**config.mk**
```make
export PLATFORM = sky130hd
export DESIGN_NAME = cubic_bezier_ease_eval
export DESIGN_NICKNAME = d
export VERILOG_FILES = /design/src/rtl/core/cbee_pkg.sv /design/src/rtl/core/cbee_mul.sv /design/src/rtl/core/cbee_div.sv /design/src/rtl/core/cubic_bezier_ease_eval.sv
export VERILOG_INCLUDE_DIRS = /design/src /design/src/rtl/core
export SDC_FILE = /design/constraint.sdc
export NUM_CORES = 2
export LEC_CHECK = 0
export ABC_CLOCK_PERIOD_IN_PS = 11200
export BUFFER_PORTS_ARGS = -buffer_cell sky130_fd_sc_hd__buf_2
export CORE_ASPECT_RATIO = 0.6
export CORE_MARGIN = 1.5
export CORE_UTILIZATION = 58
export CTS_CLUSTER_SIZE = 28
export DETAILED_ROUTE_END_ITERATION = 6
export PLACE_DENSITY = 0.77
export SYNTH_ARGS = -nofsm -noshare
export SYNTH_HDL_FRONTEND = slang
export SYNTH_HIERARCHICAL = 1
export SYNTH_SLANG_ARGS = --single-unit
export TNS_END_PERCENT = 20
```
**constraint.sdc**
```tcl
create_clock -name clk -period 11.2 [get_ports clk]
set_clock_uncertainty 0.05 [all_clocks]
set_input_delay 0 -clock clk [delete_from_list [all_inputs] [get_ports clk]]
set_output_delay 0 -clock clk [all_outputs]
set_load 0.02 [all_outputs]
```
**src/rtl/core/cubic_bezier_ease_eval_macros.svh**
```systemverilog
// ----------------------------------------------------------------------------
// cubic_bezier_ease_eval_macros
// assertion macros used by the easing curve rtl
// ----------------------------------------------------------------------------
`ifndef CUBIC_BEZIER_EASE_EVAL_MACROS_SVH
`define CUBIC_BEZIER_EASE_EVAL_MACROS_SVH

`ifndef SYNTHESIS

// checked property, quiet while reset is applied
`define CBEE_ASSERT(lbl, clk, rst_n, prop) \
    lbl: assert property (@(posedge clk) disable iff (!rst_n) prop) \
        else $error("cbee assertion failed");

// checked property, also evaluated during reset
`define CBEE_ASSERT_ALWAYS(lbl, clk, prop) \
    lbl: assert property (@(posedge clk) prop) \
        else $error("cbee assertion failed");

`else

`define CBEE_ASSERT(lbl, clk, rst_n, prop)
`define CBEE_ASSERT_ALWAYS(lbl, clk, prop)

`endif

`endif

```
**src/rtl/core/cbee_pkg.sv**
```systemverilog
// ----------------------------------------------------------------------------
// cbee_pkg
// types, fixed-point formats and curve coefficients of the easing evaluator
// ----------------------------------------------------------------------------
`default_nettype none

package cbee_pkg;

    // fraction bits of progress and eased (q2.15 in, q1.15 out)
    localparam int FRAC_BITS = 15;
    // internal fraction bits (q6.30 accumulator, q1.30 curve parameter)
    localparam int IQ = 30;
    // accumulator width, signed
    localparam int AW = 37;
    // curve parameter width, unsigned 0..1.0
    localparam int SW = IQ + 1;
    // dividend width of the newton quotient
    localparam int NW = 64;
    // extended input width for the clamp
    localparam int PW = 26;

    localparam logic [SW-1:0] S_ONE = SW'(1) << IQ;

    // power-form coefficients times 2^30
    localparam logic signed [AW-1:0] KX1 = 37'sd1030792151;
    localparam logic signed [AW-1:0] KX2 = -37'sd2061584302;
    localparam logic signed [AW-1:0] KX3 = 37'sd2104533975;
    localparam logic signed [AW-1:0] KD0 = 37'sd1030792151;
    localparam logic signed [AW-1:0] KD1 = -37'sd4123168604;
    localparam logic signed [AW-1:0] KD2 = 37'sd6313601925;
    localparam logic signed [AW-1:0] KY1 = 37'sd2319282340;
    localparam logic signed [AW-1:0] KY2 = -37'sd1417339208;
    localparam logic signed [AW-1:0] KY3 = 37'sd171798692;

    typedef enum logic [2:0] {
        ST_IDLE,
        ST_LOAD,
        ST_MUL,
        ST_ADD,
        ST_POST,
        ST_DIV,
        ST_UPD
    } state_t;

    typedef enum logic [1:0] {
        POLY_X,
        POLY_DX,
        POLY_Y
    } poly_t;

    // leading coefficient of each horner chain
    function automatic logic signed [AW-1:0] lead_coef(input poly_t p);
        logic signed [AW-1:0] c;
        case (p)
            POLY_X:  c = KX3;
            POLY_DX: c = KD2;
            POLY_Y:  c = KY3;
            default: c = '0;
        endcase
        return c;
    endfunction

    // coefficient added after multiply number k
    function automatic logic signed [AW-1:0] add_coef(input poly_t p, input logic [1:0] k);
        logic signed [AW-1:0] c;
        c = '0;
        case (p)
            POLY_X:  c = (k == 2'd0) ? KX2 : ((k == 2'd1) ? KX1 : '0);
            POLY_DX: c = (k == 2'd0) ? KD1 : KD0;
            POLY_Y:  c = (k == 2'd0) ? KY2 : ((k == 2'd1) ? KY1 : '0);
            default: c = '0;
        endcase
        return c;
    endfunction

    // multiplies per chain, as the last index
    function automatic logic [1:0] last_step(input poly_t p);
        logic [1:0] n;
        case (p)
            POLY_DX: n = 2'd1;
            default: n = 2'd2;
        endcase
        return n;
    endfunction

endpackage

`default_nettype wire

```
**src/rtl/core/cbee_mul.sv**
```systemverilog
// ----------------------------------------------------------------------------
// cbee_mul
// shared q6.30 by q1.30 multiplier, rounds half away from zero, registered product
// ----------------------------------------------------------------------------
`default_nettype none

module cbee_mul
(
    input  wire logic                          clk,
    input  wire logic                          en,
    input  wire logic signed [cbee_pkg::AW-1:0] a,
    input  wire logic [cbee_pkg::SW-1:0]        b,
    output logic signed [cbee_pkg::AW-1:0]      prod
);
    import cbee_pkg::*;

    localparam logic [AW+SW-1:0] RND = (AW+SW)'(1) << (IQ - 1);

    logic [AW-1:0]           mag;
    logic [AW+SW-1:0]        full;
    logic [AW-1:0]           rmag;
    logic signed [AW-1:0]    prod_next;
    logic signed [AW-1:0]    prod_reg;

    // magnitude product, rounded and re-signed
    always_comb
    begin
        mag       = a[AW-1] ? AW'(-a) : AW'(a);
        full      = (AW+SW)'(mag) * (AW+SW)'(b) + RND;
        rmag      = full[IQ +: AW];
        prod_next = a[AW-1] ? -$signed(rmag) : $signed(rmag);
    end

    // product register
    always_ff @(posedge clk)
    begin
        if (en)
        begin
            prod_reg <= prod_next;
        end
    end

    assign prod = prod_reg;

endmodule

`default_nettype wire

```
**src/rtl/core/cbee_div.sv**
```systemverilog
// ----------------------------------------------------------------------------
// cbee_div
// serial restoring divider for the newton quotient, one bit per cycle
// ----------------------------------------------------------------------------
`default_nettype none

module cbee_div
(
    input  wire logic                          clk,
    input  wire logic                          rst_n,
    input  wire logic                          start,
    input  wire logic signed [cbee_pkg::AW-1:0] num,
    input  wire logic signed [cbee_pkg::AW-1:0] den,
    output logic                               done,
    output logic signed [cbee_pkg::NW:0]       quo
);
    import cbee_pkg::*;

    localparam int RW = AW + 1;
    localparam int CW = $clog2(NW + 1);
    localparam logic [AW-1:0] SAT = AW'(4) << IQ;

    logic [AW-1:0]  un;
    logic [AW-1:0]  ud;
    logic [NW-1:0]  dividend;
    logic [RW:0]    shifted;
    logic           ge;

    logic [NW-1:0]  num_reg,  num_next;
    logic [RW-1:0]  rem_reg,  rem_next;
    logic [NW-1:0]  q_reg,    q_next;
    logic [AW-1:0]  den_reg,  den_next;
    logic           neg_reg,  neg_next;
    logic [CW-1:0]  cnt_reg,  cnt_next;
    logic           run_reg,  run_next;
    logic           done_reg, done_next;

    // operand magnitudes, saturated residual, rounding term
    always_comb
    begin
        un = num[AW-1] ? AW'(-num) : AW'(num);
        ud = den[AW-1] ? AW'(-den) : AW'(den);
        if (un > SAT)
        begin
            un = SAT;
        end
        dividend = (NW'(un) << IQ) + NW'(ud >> 1);
    end

    // one restoring step
    always_comb
    begin
        shifted = {rem_reg, num_reg[NW-1]};
        ge      = shifted >= (RW+1)'(den_reg);
    end

    // sequencing
    always_comb
    begin
        num_next  = num_reg;
        rem_next  = rem_reg;
        q_next    = q_reg;
        den_next  = den_reg;
        neg_next  = neg_reg;
        cnt_next  = cnt_reg;
        run_next  = run_reg;
        done_next = 1'b0;
        if (start)
        begin
            num_next = dividend;
            rem_next = '0;
            q_next   = '0;
            den_next = ud;
            neg_next = num[AW-1] ^ den[AW-1];
            cnt_next = '0;
            run_next = 1'b1;
        end
        else if (run_reg)
        begin
            rem_next = ge ? RW'(shifted - (RW+1)'(den_reg)) : RW'(shifted);
            q_next   = {q_reg[NW-2:0], ge};
            num_next = num_reg << 1;
            cnt_next = cnt_reg + CW'(1);
            if (cnt_reg == CW'(NW - 1))
            begin
                run_next  = 1'b0;
                done_next = 1'b1;
            end
        end
    end

    // control registers
    always_ff @(posedge clk or negedge rst_n)
    begin
        if (!rst_n)
        begin
            run_reg  <= 1'b0;
            done_reg <= 1'b0;
            cnt_reg  <= '0;
        end
        else
        begin
            run_reg  <= run_next;
            done_reg <= done_next;
            cnt_reg  <= cnt_next;
        end
    end

    // datapath registers
    always_ff @(posedge clk)
    begin
        num_reg <= num_next;
        rem_reg <= rem_next;
        q_reg   <= q_next;
        den_reg <= den_next;
        neg_reg <= neg_next;
    end

    assign done = done_reg;
    assign quo  = neg_reg ? -$signed({1'b0, q_reg}) : $signed({1'b0, q_reg});

endmodule

`default_nettype wire

```
**src/rtl/core/cubic_bezier_ease_eval.sv**
```systemverilog
// each newton step evaluates x(s) and its derivative on the shared multiplier,
// waits on the serial divider for the quotient, then updates s; y(s) is
// evaluated after the last step, and a flat derivative ends the newton loop early.
// one item at a time: busy is high from the accept until the result strobe, so
// no new item is taken before the last result is out; the receiver cannot stall.
// reset is asynchronous, active low, and returns the sequencer to idle.
// ----------------------------------------------------------------------------
// cubic_bezier_ease_eval
// cubic bezier ease curve, x(s)=t solved by newton steps, returns y(s)
// ----------------------------------------------------------------------------
`default_nettype none

`include "cubic_bezier_ease_eval_macros.svh"

module cubic_bezier_ease_eval
#(
    parameter int NEWTON_STEPS = 6
)
(
    input  wire logic               clk,
    input  wire logic               rst_n,
    input  wire logic               start,
    input  wire logic signed [17:0] progress,
    output logic                    busy,
    output logic                    done,
    output logic [15:0]             eased
);
    import cbee_pkg::*;

    localparam int IW = $clog2(NEWTON_STEPS + 1);
    localparam logic signed [PW-1:0] P_ONE = PW'(1) << FRAC_BITS;
    localparam logic [SW:0] OHALF = (SW+1)'(1) << (IQ - FRAC_BITS - 1);
    localparam int SHW = NW + 2;

    state_t                 state_reg, state_next;
    poly_t                  poly_reg,  poly_next;
    logic [1:0]             k_reg,     k_next;
    logic [IW-1:0]          iter_reg,  iter_next;
    logic [SW-1:0]          t_reg,     t_next;
    logic [SW-1:0]          s_reg,     s_next;
    logic signed [AW-1:0]   acc_reg,   acc_next;
    logic signed [AW-1:0]   d_reg,     d_next;
    logic [15:0]            eased_reg, eased_next;
    logic                   done_reg,  done_next;

    logic                   mul_en;
    logic signed [AW-1:0]   prod;
    logic                   div_start;
    logic                   div_done;
    logic signed [NW:0]     quo;

    logic signed [PW-1:0]   p_ext;
    logic signed [PW-1:0]   p_cl;
    logic signed [SHW-1:0]  s_sub;
    logic [SW-1:0]          s_cl;
    logic [SW-1:0]          y_cl;
    logic [SW:0]            y_rnd;

    // shared multiplier and serial divider
    cbee_mul u_mul
    (
        .clk  (clk),
        .en   (mul_en),
        .a    (acc_reg),
        .b    (s_reg),
        .prod (prod)
    );

    cbee_div u_div
    (
        .clk   (clk),
        .rst_n (rst_n),
        .start (div_start),
        .num   (d_reg),
        .den   (acc_reg),
        .done  (div_done),
        .quo   (quo)
    );

    // input clamp, newton update clamp, output clamp and rounding
    always_comb
    begin
        p_ext = PW'(progress);
        p_cl  = p_ext;
        if (p_ext < 0)
        begin
            p_cl = '0;
        end
        else if (p_ext > P_ONE)
        begin
            p_cl = P_ONE;
        end

        s_sub = $signed({{(SHW-SW){1'b0}}, s_reg}) - SHW'(quo);
        if (s_sub < 0)
        begin
            s_cl = '0;
        end
        else if (s_sub > $signed(SHW'(S_ONE)))
        begin
            s_cl = S_ONE;
        end
        else
        begin
            s_cl = s_sub[SW-1:0];
        end

        if (acc_reg < 0)
        begin
            y_cl = '0;
        end
        else if (acc_reg > $signed(AW'(S_ONE)))
        begin
            y_cl = S_ONE;
        end
        else
        begin
            y_cl = acc_reg[SW-1:0];
        end
        y_rnd = ((SW+1)'(y_cl) + OHALF) >> (IQ - FRAC_BITS);
    end

    // sequencer
    always_comb
    begin
        state_next = state_reg;
        poly_next  = poly_reg;
        k_next     = k_reg;
        iter_next  = iter_reg;
        t_next     = t_reg;
        s_next     = s_reg;
        acc_next   = acc_reg;
        d_next     = d_reg;
        eased_next = eased_reg;
        done_next  = 1'b0;
        mul_en     = 1'b0;
        div_start  = 1'b0;
        case (state_reg)
            ST_IDLE:
            begin
                if (start)
                begin
                    t_next     = SW'(p_cl) << (IQ - FRAC_BITS);
                    s_next     = SW'(p_cl) << (IQ - FRAC_BITS);
                    iter_next  = '0;
                    poly_next  = POLY_X;
                    state_next = ST_LOAD;
                end
            end
            ST_LOAD:
            begin
                acc_next   = lead_coef(poly_reg);
                k_next     = '0;
                state_next = ST_MUL;
            end
            ST_MUL:
            begin
                mul_en     = 1'b1;
                state_next = ST_ADD;
            end
            ST_ADD:
            begin
                acc_next = prod + add_coef(poly_reg, k_reg);
                k_next   = k_reg + 2'd1;
                if (k_reg == last_step(poly_reg))
                begin
                    state_next = ST_POST;
                end
                else
                begin
                    state_next = ST_MUL;
                end
            end
            ST_POST:
            begin
                case (poly_reg)
                    POLY_X:
                    begin
                        d_next     = acc_reg - $signed(AW'(t_reg));
                        poly_next  = POLY_DX;
                        state_next = ST_LOAD;
                    end
                    POLY_DX:
                    begin
                        // flat derivative ends the newton loop
                        if (acc_reg == '0)
                        begin
                            poly_next  = POLY_Y;
                            state_next = ST_LOAD;
                        end
                        else
                        begin
                            div_start  = 1'b1;
                            state_next = ST_DIV;
                        end
                    end
                    default:
                    begin
                        eased_next = y_rnd[15:0];
                        done_next  = 1'b1;
                        state_next = ST_IDLE;
                    end
                endcase
            end
            ST_DIV:
            begin
                if (div_done)
                begin
                    state_next = ST_UPD;
                end
            end
            ST_UPD:
            begin
                s_next     = s_cl;
                iter_next  = iter_reg + IW'(1);
                state_next = ST_LOAD;
                if (iter_reg == IW'(NEWTON_STEPS - 1))
                begin
                    poly_next = POLY_Y;
                end
                else
                begin
                    poly_next = POLY_X;
                end
            end
            default:
            begin
                state_next = ST_IDLE;
            end
        endcase
    end

    // control registers
    always_ff @(posedge clk or negedge rst_n)
    begin
        if (!rst_n)
        begin
            state_reg <= ST_IDLE;
            poly_reg  <= POLY_X;
            k_reg     <= '0;
            iter_reg  <= '0;
            done_reg  <= 1'b0;
        end
        else
        begin
            state_reg <= state_next;
            poly_reg  <= poly_next;
            k_reg     <= k_next;
            iter_reg  <= iter_next;
            done_reg  <= done_next;
        end
    end

    // datapath registers
    always_ff @(posedge clk)
    begin
        t_reg     <= t_next;
        s_reg     <= s_next;
        acc_reg   <= acc_next;
        d_reg     <= d_next;
        eased_reg <= eased_next;
    end

    assign busy  = (state_reg != ST_IDLE);
    assign done  = done_reg;
    assign eased = eased_reg;

    // checks
    `CBEE_ASSERT(a_done_single, clk, rst_n, done_reg |=> !done_reg)
    `CBEE_ASSERT(a_accept_busy, clk, rst_n, (start && !busy) |=> busy)
    `CBEE_ASSERT(a_eased_range, clk, rst_n, done_reg |-> (eased_reg <= 16'(P_ONE)))
    `CBEE_ASSERT(a_s_unit, clk, rst_n, (state_reg != ST_IDLE) |-> (s_reg <= S_ONE))
    `CBEE_ASSERT(a_div_only_wait, clk, rst_n, div_done |-> (state_reg == ST_DIV))
    `CBEE_ASSERT_ALWAYS(a_reset_idle, clk, !rst_n |=> !done_reg)

endmodule

`default_nettype wire

```
==> impl_metrics.py <==
metrics = {
    "routing": {
        "router_iterations_before_antenna_repair": 6,
        "routed-via-count": 57200,
        "antenna_violating_nets_post_route": 0,
        "wl_per_cell_um": 23.8,
        "vias_per_cell": 6.13,
        "drt_iter0_drc": 6949,
        "routed_wirelength_mm": 222,
        "drt_drc_violations_left": 0,
    },
    "sta": {
        "post-route-period-util_pct": 99.2,
        "finalCriticalPeriod_ns": 11.11,
        "finalHoldViolations": 0,
        "rsz0062_at_grt": "true",
        "transition_time_at_the_pin_with_the_least_slew_margin_ns": 1.36,
        "final-setup-viol-count": 0,
        "worst_slew_margin_rel_pct": 9.32,
        "fmax_ghz": 0.0900,
        "slew_violations": 0,
    },
    "logic_synthesis": {
        "synth_async_sr_flop_share_pct": 5.03,
        "synthesis.area_per_instance_um2": 8.82,
        "yosys_warnings": 6,
        "synth_top_flop_cell": "edfxtp_1",
        "synth_largest_area_cell": "fa_1",
        "netlist_top_cells_area": "fa_1 30%, edfxtp_1 12%, ha_1 7.9%",
        "synth.lib_cells_used.distinct": 108,
        "syn-instance-count": 7633,
        "area_share_of_the_largest_cell_type_after_synthesis_pct": 30.2,
        "synth-seq-cells": 398,
        "synth.cell_area_um2": 67300,
        "synth_sequential_area_ratio_pct": 16.1,
        "synth_edf_count": 276,
        "net_count_after_synthesis": 9095,
    },
    "critical_path": {
        "crit_path_max_incr_delay_ns": 0.57,
        "crit_path_frequent_cell": "fa_1",
        "criticalPathCategory": "reg -> reg",
        "critical_path_peak_fanout": 6,
        "worst_ep_arrival_time_ns": 11.40,
        "timing.critical_path.from_type": "flop",
        "cpMaxStageDelayCell": "fa_1",
        "worstSetupEndpointType": "flop",
        "worst_ep_required_time_ns": 11.49,
    },
    "place": {
        "gp_routability_congestion": 1.03,
        "post_detailed_placement_cell_area_um2": 71500,
        "dpl.hpwl_mm": 175,
        "port-buffer-count": 38,
    },
    "worst_hold_path": {
        "hold_class": "in -> reg",
    },
    "cts": {
        "cts_tree": "done",
        "cts.clk_slew.worst_paths_ns": 0.07,
        "ctsHtreeMaxLevel": 2,
        "cts_num_sinks": 398,
        "clock_insertion_delay_worst_skew_ns": 0.62,
        "cts-root-to-sink-buffers": 3,
        "cts-buffers-inserted": 39,
        "cts-root-buf": "clkbuf_16",
    },
    "final_layout": {
        "layout-drive-gt1-share_pct": 10.5,
        "postLayoutCoreUtil_pct": 64.7,
        "layout_commonest_cell": "inv_1",
        "relative_area_change_from_synthesis_to_final_layout_pct": 10.3,
        "final_nets": 9245,
        "layout.cell_area.non_filler_um2": 74300,
        "most-common-layout-cells": "1,278 x inv_1, 994 x fa_1, 906 x nand2_1, 614 x and2_1, 409 x ha_1",
    },
    "floorplanning": {
        "dieArea_um2": 118000,
        "chipWidth_um": 443,
        "start_util_pct": 58.7,
        "core_region_area_um2": 115000,
        "die_y_um": 267,
        "rows": 96,
        "design.portCount": 39,
    },
    "pwr": {
        "powerDensity_nw_per_um2": 39.7,
        "maximum_ir_drop_on_the_vdd_rail_uv": 110,
        "cellLeakagePower_nw": 35.1,
    },
    "grt": {
        "grt_usage_pct": 37.6,
        "grt_max_degree": 76,
        "total_overflow_reported_by_the_global_router": 0,
        "number_of_antenna_violations_at_the_first_check_in_global_routing": 7,
        "grt_first_pass_wirelength_mm": 340,
        "first_global_vias": 56300,
    },
    "run": {
        "drv.max_cap_violation_count": 0,
    },
    "outcome": {
        "run_status": "finished clean",
    },
}
## where the power goes
group	switching, W	internal, W
clock	0.000649	0.000724
combinational	0.0000113	0.00000996
sequential	0	0.00155
total	0.000660	0.00229
## critical path, delay by kind of cell (launching register included)
kind | cells | cell delay [ns]
compound gates | 3 | 0.75
xor+xnor | 3 | 0.44
fa+ha+maj | 9 | 4.36
buf+inv | 8 | 0.88
flops | 1 | 0.38
simple gates | 11 | 3.98
## layout make-up
| type | instances | area (µm²) |
|---|---|---|
| Tap cell | 1519 | 1900 |
| Fill cell | 9256 | 40400 |
| Timing Repair Buffer | 499 | 4070 |
| Inverter | 1285 | 4820 |
| Clock inverter | 18 | 191 |
| Clock buffer | 53 | 1060 |
| Antenna cell | 5 | 12.5 |
| Multi-Input combinational cell | 5560 | 51400 |
| Sequential cell | 398 | 10800 |
## stage by stage
stage          cells  power (W)  setup TNS (ns)  worst slack [ns]  hold WS (ns)
2_1_floorplan   7633    0.00159               0             0.426        -0.346
3_3_place_gp    9202    0.00160          -0.629            -0.146       -0.0261
3_5_place_dp    9204    0.00160          -0.858            -0.177       -0.0360
4_1_cts         9301    0.00296               0           0.00324         0.220
5_1_grt         9332    0.00302          -0.485            -0.141         0.232
6_report        9337    0.00295               0            0.0903         0.239
## timing repair
item	CTS	global route
hold buffers	25	0
setup endpoints to repair	15	25
gates resized for setup	16	174
buffers inserted	1	30
cloned	0	1
endpoints found under the hold margin	55	0
pin swaps	2	82
## worst paths after layout
kind | start | cells after the start | end | slack (ns)
max in group asynchronous | rst_n | 3 | u_div/run_reg$_DFF_PN0_ | 9.69
min in group asynchronous | rst_n | 3 | done$_DFF_PN0_ | 0.62
max reg2reg | acc_reg[9]$_DFFE_PP_ | 34 | u_mul/prod[35]$_DFFE_PP_ | 0.09
min | progress[6] | 3 | t_reg[21]$_DFFE_PP_ | 0.24
min reg2reg | u_div/rem_reg[37]$_SDFFE_PP0P_ | 2 | u_div/rem_reg[37]$_SDFFE_PP0P_ | 0.44
max | acc_reg[9]$_DFFE_PP_ | 34 | u_mul/prod[35]$_DFFE_PP_ | 0.09
## kinds of logic after synthesis
group | share of synthesized area, %
mux | 1.41
compound gates | 10.2
xor+xnor | 4.85
flops | 16.1
buf+inv | 9.38
fa+ha+maj | 38.1
simple gates | 19.9
## layer usage
metal  vias up  GRT usage, %  wire length, µm
met2      3777          48.2            82700
met3       338          16.7            38900
met5         -             0               31
li1      25000             -                -
met4         6          7.05             4250
met1     28200          57.6            96400
## cell usage after synthesis (15+ instances only)
master	instances
or2_2	29
nor3_1	112
a21oi_1	210
or3_1	65
ha_1	425
nor2b_1	41
and3_1	42
buf_1	38
o211ai_1	23
o21a_1	39
xnor2_1	269
dfxtp_1	102
o31a_1	15
or4_1	41
nand2b_1	39
nand2_1	915
nor4_1	67
nand4_1	75
o21ai_0	225
dfrtp_1	20
a211oi_1	33
a311oi_1	28
o21bai_1	21
o31ai_1	64
fa_1	1016
inv_1	1283
o41ai_1	38
nand3_1	86
clkbuf_1	340
xor2_1	104
and2_1	620
a31oi_1	27
a21o_1	74
nor2_1	385
o2bb2ai_1	21
o21ai_1	35
mux2i_1	79
edfxtp_1	276
(Power assumes the default switching activity.)
